`src/rtl/core/sorted_array_priority_queue_defines.svh`:
```
// ----------------------------------------------------------------------------
// Sorted array priority queue assertion macros
// Shared property macros for the checks at the end of the top level.
// ----------------------------------------------------------------------------
`ifndef SORTED_ARRAY_PRIORITY_QUEUE_DEFINES_SVH
`define SORTED_ARRAY_PRIORITY_QUEUE_DEFINES_SVH

// The consequent must hold in the same cycle as the antecedent.
`define SAPQ_ASSERT_SAME(lbl, ante, cons, msg) \
  lbl: assert property (@(posedge clk) disable iff (rst) (ante) |-> (cons)) \
    else $error(msg);

// The consequent must hold in the cycle after the antecedent.
`define SAPQ_ASSERT_NEXT(lbl, ante, cons, msg) \
  lbl: assert property (@(posedge clk) disable iff (rst) (ante) |=> (cons)) \
    else $error(msg);

`endif

```
`src/rtl/core/sapq_pkg.sv`:
```
// ----------------------------------------------------------------------------
// Sorted array priority queue package
// Sizes, codes and payload types shared by the queue modules.
// ----------------------------------------------------------------------------
package sapq_pkg;

  localparam int DEPTH       = 16;
  localparam int KEY_WIDTH   = 32;
  localparam int TAG_WIDTH   = 16;
  localparam int COUNT_WIDTH = 5;
  localparam int STATUS_WIDTH = 2;
  localparam int CFG_INDEX_WIDTH = 1;
  localparam int CFG_DATA_WIDTH  = 5;

  localparam logic [COUNT_WIDTH-1:0] CAP_RESET = COUNT_WIDTH'(DEPTH);

  localparam logic [CFG_INDEX_WIDTH-1:0] REG_CAPACITY_LIMIT = 1'b0;
  localparam logic [CFG_INDEX_WIDTH-1:0] REG_LARGEST_FIRST  = 1'b1;

  localparam logic MODE_INSERT = 1'b0;
  localparam logic MODE_REMOVE = 1'b1;

  localparam logic [STATUS_WIDTH-1:0] STATUS_OK    = 2'd0;
  localparam logic [STATUS_WIDTH-1:0] STATUS_FULL  = 2'd1;
  localparam logic [STATUS_WIDTH-1:0] STATUS_EMPTY = 2'd2;

  typedef struct packed {
    logic                 mode;
    logic [KEY_WIDTH-1:0] item_key;
    logic [TAG_WIDTH-1:0] item_tag;
  } in_item_t;

  typedef struct packed {
    logic [KEY_WIDTH-1:0]    out_key;
    logic [TAG_WIDTH-1:0]    out_tag;
    logic                    out_valid;
    logic [STATUS_WIDTH-1:0] status;
    logic [COUNT_WIDTH-1:0]  fill_count;
  } out_item_t;

  typedef struct packed {
    logic execute;
  } dp_cmd_t;

  typedef struct packed {
    logic [COUNT_WIDTH-1:0] count;
    logic                   full;
  } dp_status_t;

endpackage

```
`src/rtl/core/sapq_ctrl.sv`:
```
// ----------------------------------------------------------------------------
// Sorted array priority queue controller
// Tracks the result register and issues one execute command per transfer.
// ----------------------------------------------------------------------------
module sapq_ctrl (
  input  logic              clk,
  input  logic              rst,
  input  logic              in_valid,
  output logic              in_ready,
  output logic              res_valid,
  input  logic              res_ready,
  output sapq_pkg::dp_cmd_t cmd
);
  import sapq_pkg::*;

  typedef enum logic [1:0] {
    S_IDLE = 2'b01,
    S_HOLD = 2'b10
  } state_t;

  state_t state;
  state_t state_next;

  assign in_ready    = (state == S_IDLE) || res_ready;
  assign res_valid   = (state == S_HOLD);
  assign cmd.execute = in_valid && in_ready;

  always_comb begin
    state_next = state;
    case (state)
      S_IDLE: begin
        if (cmd.execute) state_next = S_HOLD;
      end
      S_HOLD: begin
        if (cmd.execute) state_next = S_HOLD;
        else if (res_ready) state_next = S_IDLE;
      end
      default: state_next = S_IDLE;
    endcase
  end

  always_ff @(posedge clk) begin
    if (rst) state <= S_IDLE;
    else state <= state_next;
  end

endmodule

```
`src/rtl/core/sapq_datapath.sv`:
```
// ----------------------------------------------------------------------------
// Sorted array priority queue datapath
// Row of compare-and-shift cells, configuration registers and result register.
// ----------------------------------------------------------------------------
module sapq_datapath (
  input  logic                                   clk,
  input  logic                                   rst,
  input  logic                                   cfg_valid,
  input  logic [sapq_pkg::CFG_INDEX_WIDTH-1:0]   cfg_index,
  input  logic [sapq_pkg::CFG_DATA_WIDTH-1:0]    cfg_data,
  input  sapq_pkg::in_item_t                     in_item,
  input  sapq_pkg::dp_cmd_t                      cmd,
  output sapq_pkg::out_item_t                    res_item,
  output sapq_pkg::dp_status_t                   status
);
  import sapq_pkg::*;

  logic [KEY_WIDTH-1:0]   keys [DEPTH];
  logic [TAG_WIDTH-1:0]   tags [DEPTH];
  logic [KEY_WIDTH-1:0]   keys_next [DEPTH];
  logic [TAG_WIDTH-1:0]   tags_next [DEPTH];
  logic [COUNT_WIDTH-1:0] count;
  logic [COUNT_WIDTH-1:0] count_next;
  logic [COUNT_WIDTH-1:0] capacity_limit;
  logic                   largest_first;
  logic [COUNT_WIDTH-1:0] cap_eff;
  logic [DEPTH-1:0]       hit;
  logic [DEPTH-1:0]       go;
  logic [DEPTH-1:0]       go_left;
  logic                   full;
  logic                   empty;
  logic                   do_insert;
  logic                   do_remove;
  out_item_t              result;

  assign cap_eff = (capacity_limit > COUNT_WIDTH'(DEPTH)) ? COUNT_WIDTH'(DEPTH)
                                                          : capacity_limit;
  assign full  = (count >= cap_eff);
  assign empty = (count == '0);
  assign do_insert = cmd.execute && (in_item.mode == MODE_INSERT) && !full;
  assign do_remove = cmd.execute && (in_item.mode == MODE_REMOVE) && !empty;

  always_comb begin
    for (int i = 0; i < DEPTH; i++) begin
      hit[i] = (COUNT_WIDTH'(i) >= count) ||
               (largest_first ? (keys[i] < in_item.item_key)
                              : (keys[i] > in_item.item_key));
    end
  end

  // The insert place is the first cell that matches, and every cell after it shifts.
  always_comb begin
    go[0] = hit[0];
    for (int i = 1; i < DEPTH; i++) begin
      go[i] = go[i-1] || hit[i];
    end
  end

  assign go_left = {go[DEPTH-2:0], 1'b0};

  always_comb begin
    for (int i = 0; i < DEPTH; i++) begin
      keys_next[i] = keys[i];
      tags_next[i] = tags[i];
    end
    if (do_insert) begin
      if (go[0]) begin
        keys_next[0] = in_item.item_key;
        tags_next[0] = in_item.item_tag;
      end
      for (int i = 1; i < DEPTH; i++) begin
        if (go_left[i]) begin
          keys_next[i] = keys[i-1];
          tags_next[i] = tags[i-1];
        end else if (go[i]) begin
          keys_next[i] = in_item.item_key;
          tags_next[i] = in_item.item_tag;
        end
      end
    end else if (do_remove) begin
      for (int i = 0; i < DEPTH - 1; i++) begin
        keys_next[i] = keys[i+1];
        tags_next[i] = tags[i+1];
      end
    end
  end

  always_comb begin
    count_next = count;
    if (do_insert) count_next = count + 1'b1;
    else if (do_remove) count_next = count - 1'b1;
  end

  always_comb begin
    result.out_key    = '0;
    result.out_tag    = '0;
    result.out_valid  = 1'b0;
    result.status     = STATUS_OK;
    result.fill_count = count_next;
    if (in_item.mode == MODE_REMOVE) begin
      if (empty) begin
        result.status = STATUS_EMPTY;
      end else begin
        result.out_key   = keys[0];
        result.out_tag   = tags[0];
        result.out_valid = 1'b1;
      end
    end else if (full) begin
      result.status = STATUS_FULL;
    end
  end

  always_ff @(posedge clk) begin
    for (int i = 0; i < DEPTH; i++) begin
      keys[i] <= keys_next[i];
      tags[i] <= tags_next[i];
    end
    if (cmd.execute) res_item <= result;
  end

  always_ff @(posedge clk) begin
    if (rst) begin
      count          <= '0;
      capacity_limit <= CAP_RESET;
      largest_first  <= 1'b0;
    end else begin
      count <= count_next;
      if (cfg_valid) begin
        case (cfg_index)
          REG_CAPACITY_LIMIT: capacity_limit <= cfg_data;
          REG_LARGEST_FIRST:  largest_first  <= cfg_data[0];
          default: ;
        endcase
      end
    end
  end

  assign status.count = count;
  assign status.full  = full;

endmodule

```
`src/rtl/core/sorted_array_priority_queue.sv`:
```
// ----------------------------------------------------------------------------
// Sorted array priority queue
// Bounded queue of key and tag entries kept in removal order.
// ----------------------------------------------------------------------------
// In each insert or remove, a row of sixteen compare-and-shift cells finds
// the insert place and moves every entry that must move in a single step,
// and the result register takes the outcome at the same edge as the cells.
// A new item is taken in every cycle in which the result register is empty or
// its result is being taken, so the sustained rate is one item per cycle.
// Entries of equal key leave in arrival order, and the configuration port
// is always ready.
module sorted_array_priority_queue (
  input  logic                                 clk,
  input  logic                                 rst,
  input  logic                                 cfg_valid,
  output logic                                 cfg_ready,
  input  logic [sapq_pkg::CFG_INDEX_WIDTH-1:0] cfg_index,
  input  logic [sapq_pkg::CFG_DATA_WIDTH-1:0]  cfg_data,
  input  logic                                 in_valid,
  output logic                                 in_ready,
  input  sapq_pkg::in_item_t                   in_item,
  output logic                                 res_valid,
  input  logic                                 res_ready,
  output sapq_pkg::out_item_t                  res_item
);
  import sapq_pkg::*;
  `include "sorted_array_priority_queue_defines.svh"

  dp_cmd_t    cmd;
  dp_status_t dp_status;

  assign cfg_ready = 1'b1;

  sapq_ctrl u_ctrl (
    .clk       (clk),
    .rst       (rst),
    .in_valid  (in_valid),
    .in_ready  (in_ready),
    .res_valid (res_valid),
    .res_ready (res_ready),
    .cmd       (cmd)
  );

  sapq_datapath u_datapath (
    .clk       (clk),
    .rst       (rst),
    .cfg_valid (cfg_valid),
    .cfg_index (cfg_index),
    .cfg_data  (cfg_data),
    .in_item   (in_item),
    .cmd       (cmd),
    .res_item  (res_item),
    .status    (dp_status)
  );

  `SAPQ_ASSERT_SAME(a_count_bound, 1'b1, dp_status.count <= COUNT_WIDTH'(DEPTH), "fill above depth")
  `SAPQ_ASSERT_NEXT(a_empty_remove, in_valid && in_ready && in_item.mode == MODE_REMOVE && dp_status.count == '0, res_valid && res_item.status == STATUS_EMPTY && !res_item.out_valid, "empty remove result wrong")
  `SAPQ_ASSERT_NEXT(a_insert_grows, in_valid && in_ready && in_item.mode == MODE_INSERT && !dp_status.full, dp_status.count == $past(dp_status.count) + 1'b1, "insert did not grow fill")
  `SAPQ_ASSERT_NEXT(a_full_drop, in_valid && in_ready && in_item.mode == MODE_INSERT && dp_status.full, res_item.status == STATUS_FULL && $stable(dp_status.count), "full insert not dropped")

endmodule
```
`config.mk`:
```
export PLATFORM = sky130hd
export DESIGN_NAME = sorted_array_priority_queue
export DESIGN_NICKNAME = d
export VERILOG_FILES = /design/src/rtl/core/sapq_pkg.sv /design/src/rtl/core/sapq_ctrl.sv /design/src/rtl/core/sapq_datapath.sv /design/src/rtl/core/sorted_array_priority_queue.sv
export VERILOG_INCLUDE_DIRS = /design/src /design/src/rtl/core
export SDC_FILE = /design/constraint.sdc
export NUM_CORES = 2
export LEC_CHECK = 0
export BUFFER_PORTS_ARGS = -buffer_cell sky130_fd_sc_hd__buf_4
export CAP_MARGIN = 20
export CORE_MARGIN = 10
export CORE_UTILIZATION = 40
export DETAILED_ROUTE_END_ITERATION = 7
export PLACE_DENSITY = 0.52
export SLEW_MARGIN = 40
export SYNTH_ARGS = -nofsm -noshare
export SYNTH_HDL_FRONTEND = slang
export SYNTH_HIERARCHICAL = 1
export SYNTH_SLANG_ARGS = --single-unit
```
`constraint.sdc`:
```
create_clock -name clk -period 22.5 [get_ports clk]
set_input_delay 1.125 -clock clk [delete_from_list [all_inputs] [get_ports clk]]
set_output_delay 1.125 -clock clk [all_outputs]
set_load 0.05 [all_outputs]
```
==> impl_metrics.csv <==
group,metric,value,unit
status,status,"finished clean",
sta,fin_crit_sh,32.9,%
layout,final_util,45.2,%
placed_design,port_buffers,117,
setup_path,cp_top_family,"buffers and inverters",
sta,rsz0062_at_grt,"no",
clock_network,cts_max_path_buffers,3,
clock_network,clk_latency,750,ps
floorplanning,design.die.area,148000,sq um
floorplanning,dieHeight,384,microns
route,drc,0,
setup_path,cpMaxStageDelayCell,"and2_2",
floorplanning,start_util,40.3,%
route,drt-total-wl,214000,microns
clock_network,cts_resized,0,
sta,hold_violations,0,
floorplanning,die_w,384,microns
route,wire_per_inst,31.0,microns
route,final_antenna_net_count,0,
clock_network,htreeDepth,3,
setup_path,worst-path-buf-inv,5,
sta,worst_pin_slew,1010,ps
sta,fmax,0.135,GHz
sta,finalSetupViolCount,0,
placed_design,hpwl,144000,microns
sta,hold_ws,503,ps
grt,track_usage,28.0,%
sta,post-route-min-period,7400,ps
pwr,p_leak,24.3,nW
setup_path,max_stage_delay,760,ps
worst_hold_path,hold_class,"flip-flop to flip-flop",
sta,fin_setup_tns,0,ps
route,num_vias,43285,
setup_path,crit_arrival,7800,ps
clock_network,cts_tree,"yes",
clock_network,clock-root-buffer,"clkbuf_16",
floorplanning,io_pins,119,
sta,skew,37.6,ps
floorplanning,rows,133,
synth,syn_inst,5108,
setup_path,cp.required,22900,ps
placed_design,place_congestion,0.981,
synth,synth_nets,5692,
setup_path,start_kind,"input pin",
setup_path,crit_fanout,51,
clock_network,numCtsBuffers,102,
layout,drive_above_1_share,9.12,%
layout,area_growth,12.0,%
clock_network,cts_sinks,837,
clock_network,clk_pin_slew_worst_paths,60,ps
placed_design,placedInstanceArea,56000,sq um
synth,netlist_area,53100,sq um
job,maxCapViolCount,0,
grt,grt_pass1_wl,305000,microns
clock_network,post_cts_buffers,0,
route,dr.pass1.iters,6,
setup_path,crit_top_cell,"buf_4",
pwr,power_density,109,nW/um^2
setup_path,endpoint_kind,"flip-flop",
pwr,ir_worst_vdd,68.4,uV
route,drt_iter0_drc,5104,
grt,grt_pass1_vias,41535,
setup_path,path_cells,"buf_4 -> inv_1 -> ha_1 -> and4_1 -> a2111oi_0 -> a221oi_1 -> a211oi_2 -> nand2_1 -> a221o_1 -> a211o_1 -> nor3_4 -> buf_4 -> and2_2 -> buf_4 -> a41oi_4 -> buf_4",
route,via_per_inst,6.27,
synth,syn_avg_cell_area,10.4,sq um
floorplanning,core_area,132000,sq um
sta,maxSlewHeadroom,32.3,%
grt,antenna_found_initial,9,
layout,stdcell_area,59400,sq um
grt,grt_max_degree,167,
clock_network,hold_buffers,0,
synth,yosysWarnings,6,
layout,nets,5641,
setup_path,crit_type,"input pin to flip-flop",
sta,slew_violations,0,
grt,grt-ovfl-total,0,
-- final timing paths --
path	to	slack, ps	from	cells after the start
min reg2reg	u_datapath/capacity_limit[0]	500	u_datapath/capacity_limit[0]	2
min	u_datapath/capacity_limit[0]	500	u_datapath/capacity_limit[0]	2
max	u_datapath/keys[1][232]	15100	in_item[36]	16
max reg2reg	u_datapath/keys[1][232]	15680	u_datapath/keys[0][255]	13
-- tightest hold or removal path, stage by stage, from the launching register on --
cell,delay (ps)
dfxtp_1,330
mux2i_1,70
nor2_1,70
-- area by class of cell --
class                           count  area, sq um
Multi-Input combinational cell   3762        26500
Clock buffer                      122         2670
Clock inverter                     70          637
Fill cell                       12517        72200
Sequential cell                   837        25000
Timing Repair Buffer              233         2020
Antenna cell                        4         10.0
Inverter                          121          454
Tap cell                         1755         2200
-- registers in the layout (all words and copies together) (netlist names) --
name / cells
u_datapath/keys: 512
u_datapath/tags: 256
u_datapath/res_item: 56
u_datapath/capacity_limit: 5
u_datapath/count: 5
u_ctrl/state: 2
u_datapath/largest_first: 1
-- cells in the final DEF, fill, tap and decap left out, drive strengths merged, types with 16 or more instances in the layout --
cell    instances
a211oi         26
a21o          111
a21oi         276
a221o         152
and2           73
and4           23
buf           231
clkbuf        123
clkinv         55
edfxtp        824
ha            524
inv           124
mux2           49
mux2i         361
nand2         781
nand3         249
nand4          88
nor2          189
nor2b          26
nor3           34
o211ai         71
o21a           16
o21ai         468
o221ai         51
o311ai         50
-- layer usage --
| metal | GRT usage [%] | wire [microns] | vias up |
|---|---|---|---|
| met3 | 4.81 | 17600 | 444 |
| met2 | 43.2 | 94900 | 2128 |
| li1 | - | - | 19283 |
| met5 | 0 | 34 | - |
| met4 | 13.4 | 11400 | 2 |
| met1 | 38.0 | 90000 | 21428 |
-- per-stage QoR --
step / power, mW / setup slack [ps] / std cells
after floorplan: 3.85 / 14120 / 5108
after global placement: 4.72 / 13450 / 6687
after detailed placement: 4.76 / 14510 / 6704
after CTS: 6.45 / 15270 / 6896
after global routing: 6.77 / 15070 / 6902
final: 6.47 / 15100 / 6904
-- power breakdown --
part           leakage (nW)  total [mW]  switching (mW)  internal, mW
clock                  1.62        1.69           0.725         0.960
sequential             7.88        2.71           0.374          2.34
combinational          14.8        2.07            1.39         0.686
total                  24.3        6.47            2.49          3.98
Power figures use the tool's default switching activity.
